===== config.mk =====
export PLATFORM = sky130hd
export DESIGN_NAME = integer_to_ascii_converter
export DESIGN_NICKNAME = d
export VERILOG_FILES = /design/src/rtl/core/i2a_pkg.sv /design/src/rtl/core/i2a_dabble.sv /design/src/rtl/core/integer_to_ascii_converter.sv
export VERILOG_INCLUDE_DIRS = /design/src /design/src/rtl/core
export SDC_FILE = /design/constraint.sdc
export NUM_CORES = 1
export LEC_CHECK = 0
export ABC_AREA = 1
export BUFFER_PORTS_ARGS = -buffer_cell sky130_fd_sc_hd__buf_2
export CORE_MARGIN = 3
export CORE_UTILIZATION = 60
export DETAILED_ROUTE_END_ITERATION = 10
export PLACE_DENSITY = 0.88
export SLEW_MARGIN = 25
export SYNTH_ARGS = -nofsm -noshare
export SYNTH_HDL_FRONTEND = slang
export SYNTH_SLANG_ARGS = --single-unit

===== constraint.sdc =====
create_clock -name clk -period 4.72 [get_ports clk]
set_clock_uncertainty 0.1 [all_clocks]
set_input_delay 0.472 -clock clk [delete_from_list [all_inputs] [get_ports clk]]
set_output_delay 0.472 -clock clk [all_outputs]
set_load 0.02 [all_outputs]

===== src/rtl/core/integer_to_ascii_converter_macros.svh =====
// assertion helpers for the integer to ascii converter
// all checks are clocked on clk and held off while arst_n is low
`ifndef INTEGER_TO_ASCII_CONVERTER_MACROS_SVH
`define INTEGER_TO_ASCII_CONVERTER_MACROS_SVH

`ifndef SYNTHESIS
`define I2A_ASSERT_IMP(name, pre, post, msg) \
	name: assert property (@(posedge clk) disable iff (!arst_n) (pre) |-> (post)) \
		else $error(msg);
`define I2A_ASSERT_NXT(name, pre, post, msg) \
	name: assert property (@(posedge clk) disable iff (!arst_n) (pre) |=> (post)) \
		else $error(msg);
`else
`define I2A_ASSERT_IMP(name, pre, post, msg)
`define I2A_ASSERT_NXT(name, pre, post, msg)
`endif

`endif


===== src/rtl/core/i2a_pkg.sv =====
`default_nettype none

package i2a_pkg;

	localparam int VALUE_W       = 64;
	localparam int DIGIT_W       = 4;
	localparam int FUNC_W        = 2;
	localparam int CHAR_W        = 8;
	// input bits folded into the bcd register per conversion cycle
	localparam int STEP_BITS     = 4;
	localparam int CONV_STEPS    = VALUE_W / STEP_BITS;
	localparam int HEX_DIGITS    = VALUE_W / DIGIT_W;
	localparam int MAX_CHARS_DEF = 20;

	typedef logic [FUNC_W-1:0] func_t;
	typedef logic [CHAR_W-1:0] char_t;
	typedef logic [DIGIT_W-1:0] digit_t;

	localparam func_t FN_SDEC = 2'd0;
	localparam func_t FN_UDEC = 2'd1;
	localparam func_t FN_HEX  = 2'd2;
	localparam func_t FN_PTR  = 2'd3;

	localparam char_t CH_ZERO  = 8'h30;
	localparam char_t CH_X     = 8'h78;
	localparam char_t CH_MINUS = 8'h2d;
	localparam char_t CH_A     = 8'h61;

	function automatic char_t hex_char(input digit_t d);
		char_t c;
		if (d < digit_t'(10))
			c = CH_ZERO + {4'b0000, d};
		else
			c = CH_A + {4'b0000, d} - 8'd10;
		return c;
	endfunction

endpackage

`default_nettype wire


===== src/rtl/core/i2a_dabble.sv =====
`default_nettype none

// shift-add-3 unit: moves STEP_BITS binary bits into a packed bcd register
module i2a_dabble #(
	parameter int NUM_DIGITS = i2a_pkg::MAX_CHARS_DEF
) (
	input  wire logic [NUM_DIGITS*i2a_pkg::DIGIT_W-1:0] digits,
	input  wire logic [i2a_pkg::VALUE_W-1:0]            bits,
	output logic      [NUM_DIGITS*i2a_pkg::DIGIT_W-1:0] next_digits,
	output logic      [i2a_pkg::VALUE_W-1:0]            next_bits
);
	import i2a_pkg::*;

	localparam int DIG_W = NUM_DIGITS * DIGIT_W;

	logic [DIG_W-1:0]   d;
	logic [VALUE_W-1:0] b;

	always_comb begin
		d = digits;
		b = bits;
		for (int s = 0; s < STEP_BITS; s++) begin
			for (int k = 0; k < NUM_DIGITS; k++) begin
				if (d[k*DIGIT_W +: DIGIT_W] >= digit_t'(5))
					d[k*DIGIT_W +: DIGIT_W] = d[k*DIGIT_W +: DIGIT_W] + digit_t'(3);
			end
			{d, b} = {d[DIG_W-2:0], b, 1'b0};
		end
		next_digits = d;
		next_bits   = b;
	end

endmodule

`default_nettype wire


===== src/rtl/core/integer_to_ascii_converter.sv =====
`default_nettype none
`include "integer_to_ascii_converter_macros.svh"

// Prints a 64-bit value as ascii text, one character per output beat, most significant
// character first, with m_tlast on the final character. s_tuser selects the format:
// signed decimal, unsigned decimal, lowercase hex (no leading zeros, zero prints "0") or
// pointer ("0x" and 16 zero-padded hex digits). One value is handled at a time and
// s_tready is low from acceptance until its last character has been loaded into the
// output register. Decimal values first run through a single shift-add-3 unit
// that folds four binary bits per cycle into a MAX_CHARS-digit bcd register; the digit
// register is then scanned one digit per cycle, leading zeros skipped, while the output
// register can take each printed digit, preceded by a minus sign when the value is
// negative. A due character waits while the output register is full and m_tready is
// low; skipped leading zeros never wait.
module integer_to_ascii_converter #(
	parameter int MAX_CHARS = i2a_pkg::MAX_CHARS_DEF
) (
	input  wire logic                          clk,
	input  wire logic                          arst_n,
	input  wire logic                          s_tvalid,
	output logic                               s_tready,
	input  wire logic [i2a_pkg::VALUE_W-1:0]   s_tdata,  // [63:0] value
	input  wire logic [i2a_pkg::FUNC_W-1:0]    s_tuser,  // [1:0] func
	output logic                               m_tvalid,
	input  wire logic                          m_tready,
	output logic      [i2a_pkg::CHAR_W-1:0]    m_tdata,  // [7:0] char_code
	output logic                               m_tlast
);
	import i2a_pkg::*;

	localparam int DIG_W = MAX_CHARS * DIGIT_W;
	localparam int PAD_W = DIG_W - VALUE_W;
	localparam int REM_W = $clog2(MAX_CHARS + 1);
	localparam int CNT_W = $clog2(CONV_STEPS);

	localparam logic [1:0] ST_IDLE   = 2'd0;
	localparam logic [1:0] ST_CONV   = 2'd1;
	localparam logic [1:0] ST_PREFIX = 2'd2;
	localparam logic [1:0] ST_EMIT   = 2'd3;

	logic [1:0]         state_q;
	logic [REM_W-1:0]   rem_q;
	logic [CNT_W-1:0]   cnt_q;
	logic               pfx_q;
	logic               started_q;
	func_t              func_q;
	logic               neg_q;
	logic [DIG_W-1:0]   dig_q;
	logic [VALUE_W-1:0] bin_q;
	logic               out_valid_q;
	char_t              out_char_q;
	logic               out_last_q;

	logic [DIG_W-1:0]   next_dig;
	logic [VALUE_W-1:0] next_bin;
	logic               accept;
	logic               is_dec;
	logic               neg_in;
	logic [VALUE_W-1:0] mag_in;
	logic               slot_free;
	digit_t             top_dig;
	logic               emit_now;
	logic               advance;
	logic               last_dig;
	logic               out_load;
	char_t              out_char_d;
	logic               out_last_d;

	i2a_dabble #(
		.NUM_DIGITS(MAX_CHARS)
	) u_dabble (
		.digits     (dig_q),
		.bits       (bin_q),
		.next_digits(next_dig),
		.next_bits  (next_bin)
	);

	assign s_tready  = (state_q == ST_IDLE);
	assign accept    = s_tvalid && s_tready;
	assign is_dec    = (s_tuser == FN_SDEC) || (s_tuser == FN_UDEC);
	assign neg_in    = (s_tuser == FN_SDEC) && s_tdata[VALUE_W-1];
	assign mag_in    = neg_in ? (~s_tdata + VALUE_W'(1)) : s_tdata;
	assign slot_free = !out_valid_q || m_tready;
	assign top_dig   = dig_q[DIG_W-1 -: DIGIT_W];
	assign last_dig  = (rem_q == REM_W'(1));
	// leading zeros are dropped, but the final digit always prints
	assign emit_now  = started_q || (top_dig != '0) || last_dig;
	assign advance   = !emit_now || slot_free;

	always_comb begin
		out_load   = 1'b0;
		out_char_d = CH_ZERO;
		out_last_d = 1'b0;
		unique case (state_q)
			ST_PREFIX: begin
				out_load = slot_free;
				if (func_q == FN_PTR)
					out_char_d = pfx_q ? CH_X : CH_ZERO;
				else
					out_char_d = CH_MINUS;
			end
			ST_EMIT: begin
				out_load   = slot_free && emit_now;
				out_char_d = hex_char(top_dig);
				out_last_d = last_dig;
			end
			default: begin
			end
		endcase
	end

	always_ff @(posedge clk or negedge arst_n) begin
		if (!arst_n) begin
			state_q     <= ST_IDLE;
			rem_q       <= '0;
			cnt_q       <= '0;
			pfx_q       <= 1'b0;
			started_q   <= 1'b0;
			out_valid_q <= 1'b0;
		end else begin
			if (out_load)
				out_valid_q <= 1'b1;
			else if (m_tready)
				out_valid_q <= 1'b0;
			unique case (state_q)
				ST_IDLE: begin
					if (accept) begin
						cnt_q <= '0;
						pfx_q <= 1'b0;
						if (is_dec) begin
							rem_q     <= REM_W'(MAX_CHARS);
							started_q <= 1'b0;
							state_q   <= ST_CONV;
						end else begin
							rem_q     <= REM_W'(HEX_DIGITS);
							started_q <= (s_tuser == FN_PTR);
							state_q   <= (s_tuser == FN_PTR) ? ST_PREFIX : ST_EMIT;
						end
					end
				end
				ST_CONV: begin
					cnt_q <= cnt_q + CNT_W'(1);
					if (cnt_q == CNT_W'(CONV_STEPS - 1))
						state_q <= neg_q ? ST_PREFIX : ST_EMIT;
				end
				ST_PREFIX: begin
					if (slot_free) begin
						if (func_q == FN_PTR && !pfx_q)
							pfx_q <= 1'b1;
						else
							state_q <= ST_EMIT;
					end
				end
				ST_EMIT: begin
					if (advance) begin
						rem_q <= rem_q - REM_W'(1);
						if (emit_now)
							started_q <= 1'b1;
						if (last_dig)
							state_q <= ST_IDLE;
					end
				end
				default: begin
					state_q <= ST_IDLE;
				end
			endcase
		end
	end

	always_ff @(posedge clk) begin
		if (out_load) begin
			out_char_q <= out_char_d;
			out_last_q <= out_last_d;
		end
		if (accept) begin
			func_q <= s_tuser;
			neg_q  <= neg_in;
			bin_q  <= mag_in;
			// hex digits sit left-aligned so the scan starts at the top nibble
			dig_q  <= is_dec ? '0 : {s_tdata, {PAD_W{1'b0}}};
		end else if (state_q == ST_CONV) begin
			dig_q <= next_dig;
			bin_q <= next_bin;
		end else if (state_q == ST_EMIT && advance) begin
			dig_q <= {dig_q[DIG_W-DIGIT_W-1:0], {DIGIT_W{1'b0}}};
		end
	end

	assign m_tvalid = out_valid_q;
	assign m_tdata  = out_char_q;
	assign m_tlast  = out_last_q;

	`I2A_ASSERT_NXT(a_busy_after_accept, s_tvalid && s_tready, !s_tready, "ready after accept")
	`I2A_ASSERT_IMP(a_emit_has_digits, state_q == ST_EMIT, rem_q != '0, "digit scan overran")
	`I2A_ASSERT_NXT(a_last_ends_item, out_load && out_last_d, state_q == ST_IDLE, "last beat not final")
	`I2A_ASSERT_IMP(a_ptr_keeps_zeros, state_q == ST_EMIT && func_q == FN_PTR, started_q,
		"pointer digits suppressed")

endmodule

`default_nettype wire


==> flow_summary_export.csv <==
group,metric,value,unit
sta,worst_pin_slew,0.923,ns
finish,fillers,2332,
floorplanning,chipHeight,179,um
sta,hold_viol,0,
route,vias_per_cell,5.98,
route,first_pass_iters,6,
route,drtIter0Drc,1773,
setup_path,startpoint_type,"flip-flop",
grt,grt_antenna_before_repair,6,
placement,place_congestion,0.946,
synthesis,synth_fp_nets,2775,
grt,grt_pass1_wl,79400,um
placement,dp_hpwl,36200,um
setup_path,critPathMaxStageDelay,0.46,ns
grt,grt_max_degree,95,
setup_path,critPathCaptureType,"flip-flop",
route,drtAntennaViolNets,0,
synthesis,yosysUniqueCellTypes,54,
synthesis,synth_seq_cells,169,
synthesis,syn_avg_cell_area,6.88,sq um
run_status,outcome,"finished clean",
clocking,cts.sinks,169,
finish,area_delta_synth_final,8.07,%
sta,fin_crit_sh,89.0,%
sta,rsz0062_at_grt,"no",
setup_path,cp_max_fo,5,
finish,ff_latch_area,0.00500,sq mm
grt,grt_pass1_vias,17249,
setup_path,cpMostUsedCell,"nand2_1",
synthesis,synth_flop_cell,"edfxtp_1",
synthesis,yosysWarnings,0,
setup_path,crit_slowest_cell,"edfxtp_1",
clocking,cts_max_level,4,
setup_path,cp_top_family,"simple AND/OR/NAND/NOR gates",
setup_path,critical_path_buf_inv_count,7,
clocking,clk_path_buf_depth,2,
finish,final_nets,2837,
route,vias,18381,
floorplanning,ios,81,
setup_path,criticalPathCategory,"flip-flop to flip-flop",
synthesis,synth_edf_count,155,
setup_path,required,4.80,ns
clocking,cts-buffers-inserted,17,
clocking,cts_root_buf,"clkbuf_16",
synthesis,postSynth.asyncResetShare,8.28,%
finish,multiInputGateArea,0.0113,sq mm
clocking,path_clk_slew,0.07,ns
placement,port_buffers,79,
route,wl,49300,um
flow_run,maxCapViolCount,0,
sta,fin_tns_setup,0,ns
sta,period_needed,4.20,ns
synthesis,syn-cell-area,0.0179,sq mm
floorplanning,fp.dieArea,0.0320,sq mm
sta,max_clock_freq,0.238,GHz
route,drc_errors,0,
clocking,postCtsSetupBuffers,0,
synthesis,ys_seq_area_share,27.9,%
clocking,cts_tree,"built",
finish,layout-drive-gt1-share,16.7,%
floorplanning,coreArea,0.0291,sq mm
min_path,hold_path.class,"input port to flip-flop",
floorplanning,start_util,61.7,%
setup_path,arrival,4.28,ns
sta,final_max_slew_viol_count,0,
sta,setup_violations,0,
floorplanning,die_w,179,um
clocking,clk_latency,0.45,ns
sta,relSlewSlack,38.5,%
synthesis,syn_inst,2607,
floorplanning,rows,62,
route,wl_per_cell,16.0,um
grt,grtUsageTotal,30.2,%
grt,grt-ovfl-total,0,
-- cell type report --
cell class	instances	share of cell area, %
antenna	7	0.0904
clock buffer	19	2.45
clock inverter	13	0.665
inverter	386	7.49
multi-input combinational	2000	58.2
tap	384	2.48
timing repair buffer	95	2.80
sequential	169	25.8
-- stage by stage --
step | area [sq um] | util, % | worst slack, ns | hold slack, ns | instances
2_1_floorplan | 17900 | - | 0.634 | 0.0764 | 2607
3_3_place_gp | 18800 | 64.5 | 0.822 | 0.287 | 3033
3_5_place_dp | 18800 | 64.5 | 0.628 | 0.292 | 3033
4_1_cts | 19400 | 66.6 | 0.604 | 0.213 | 3066
5_1_grt | 19400 | 66.6 | 0.188 | 0.216 | 3068
6_report | 19400 | 66.6 | 0.521 | 0.238 | 3073
-- layer usage --
layer	routed length, um	GRT usage (%)	vias up
met4	2010	13.0	6
met1	19200	37.7	8425
li1	-	-	8893
met3	4220	4.43	177
met5	33	0	-
met2	23800	52.1	880
-- cells by family after synthesis --
logic type,after synthesis,synth area share [%]
other,2,0.0419
AO/OA/AOI/OAI,321,11.1
adder cells (fa/ha/maj),98,6.84
buffers and inverters,438,9.29
AND/OR/NAND/NOR,1527,42.2
XOR/XNOR,52,2.62
flip-flops,169,27.9
-- worst register-to-register path: stages (launching register included) --
cell	delay, ns
edfxtp_1	0.46
inv_1	0.14
ha_1	0.15
inv_1	0.07
o21ai_2	0.16
nand2_1	0.12
nand2_1	0.09
nand2_1	0.07
inv_1	0.08
ha_1	0.14
inv_1	0.07
o21ai_1	0.20
nand2_1	0.10
nand2_1	0.09
nand2_1	0.09
inv_1	0.09
ha_1	0.16
inv_1	0.06
or2_2	0.29
nand2_1	0.09
nand2_2	0.08
xor2_1	0.27
ha_1	0.23
inv_1	0.06
o21ai_1	0.14
nand2_1	0.13
o21ai_0	0.18
a21oi_1	0.06
-- flip-flops by register name (all words and copies together) (netlist names) --
register,count
dig_q,80
bin_q,64
m_tdata,7
rem_q,5
cnt_q,4
func_q,2
state_q,2
m_tlast,1
m_tvalid,1
neg_q,1
pfx_q,1
started_q,1
-- cell usage in the layout, fill, tap and decap left out, types with 17 or more instances in the layout --
master | netlist | final
a31oi_1 | 21 | 21
inv_1 | 364 | 363
nor2_1 | 107 | 106
nand2_2 | 143 | 144
xor2_1 | 36 | 36
buf_2 | 9 | 79
o21bai_1 | 29 | 29
nand3_1 | 266 | 266
edfxtp_1 | 155 | 155
ha_1 | 98 | 98
inv_2 | 22 | 22
a21oi_1 | 45 | 45
nor4_1 | 17 | 17
clkbuf_16 | 0 | 19
o21ai_1 | 18 | 18
nand3_2 | 71 | 71
nand3b_1 | 17 | 17
nand2_1 | 729 | 727
o21ai_0 | 110 | 110
o22ai_1 | 25 | 25
nand2_4 | 22 | 23
nand4_1 | 106 | 106
-- synthesized netlist by cell type (6+ instances only) --
cell / instances / area share [%]
o21bai_1: 29 / 1.2
o22ai_1: 25 / 0.87
inv_1: 364 / 7.6
o21ai_0: 110 / 3.1
ha_1: 98 / 6.8
o32ai_1: 11 / 0.54
a21oi_2: 6 / 0.29
a21oi_1: 45 / 1.3
and2_4: 8 / 0.39
o21ai_1: 18 / 0.50
nand3_2: 71 / 4.0
nor2_1: 107 / 2.2
inv_2: 22 / 0.46
nor4_1: 17 / 0.59
nand3_1: 266 / 7.4
nor2_2: 9 / 0.31
nand2_4: 22 / 1.4
xnor2_1: 14 / 0.68
edfxtp_1: 155 / 26
clkbuf_1: 39 / 0.82
nand2_2: 143 / 5.0
o21ai_2: 11 / 0.54
dfrtp_1: 14 / 2.0
nand2_1: 729 / 15
xor2_1: 36 / 1.8
o211ai_1: 15 / 0.63
nand3b_1: 17 / 0.71
a21o_1: 7 / 0.29
a31o_2: 12 / 0.59
and2_1: 6 / 0.21
nor3_1: 14 / 0.39
nand4_1: 106 / 3.7
buf_2: 9 / 0.25
a31oi_1: 21 / 0.73
-- path summary, 6_finish.rpt --
| path | from | end | cells past startpoint | slack, ns |
|---|---|---|---|---|
| min in group asynchronous | arst_n | m_tvalid | 2 | 0.36 |
| min reg2reg | bin_q[39] | bin_q[43] | 2 | 0.43 |
| max | dig_q[0] | dig_q[1] | 27 | 0.52 |
| max reg2reg | dig_q[0] | dig_q[1] | 27 | 0.52 |
| max in group asynchronous | arst_n | state_q[0] | 2 | 3.90 |
| min | s_tuser[0] | func_q[0] | 1 | 0.24 |
-- what timing repair did --
action / 4_1_cts / 5_1_grt
hold buffers: 1 / 0
gates resized for setup: 0 / 0
setup endpoints to repair: 0 / 0
endpoints found under the hold margin: 14 / 0
Power is not shown: default switching activity piles up to over one toggle a cycle in this logic, so the estimate is an artifact.
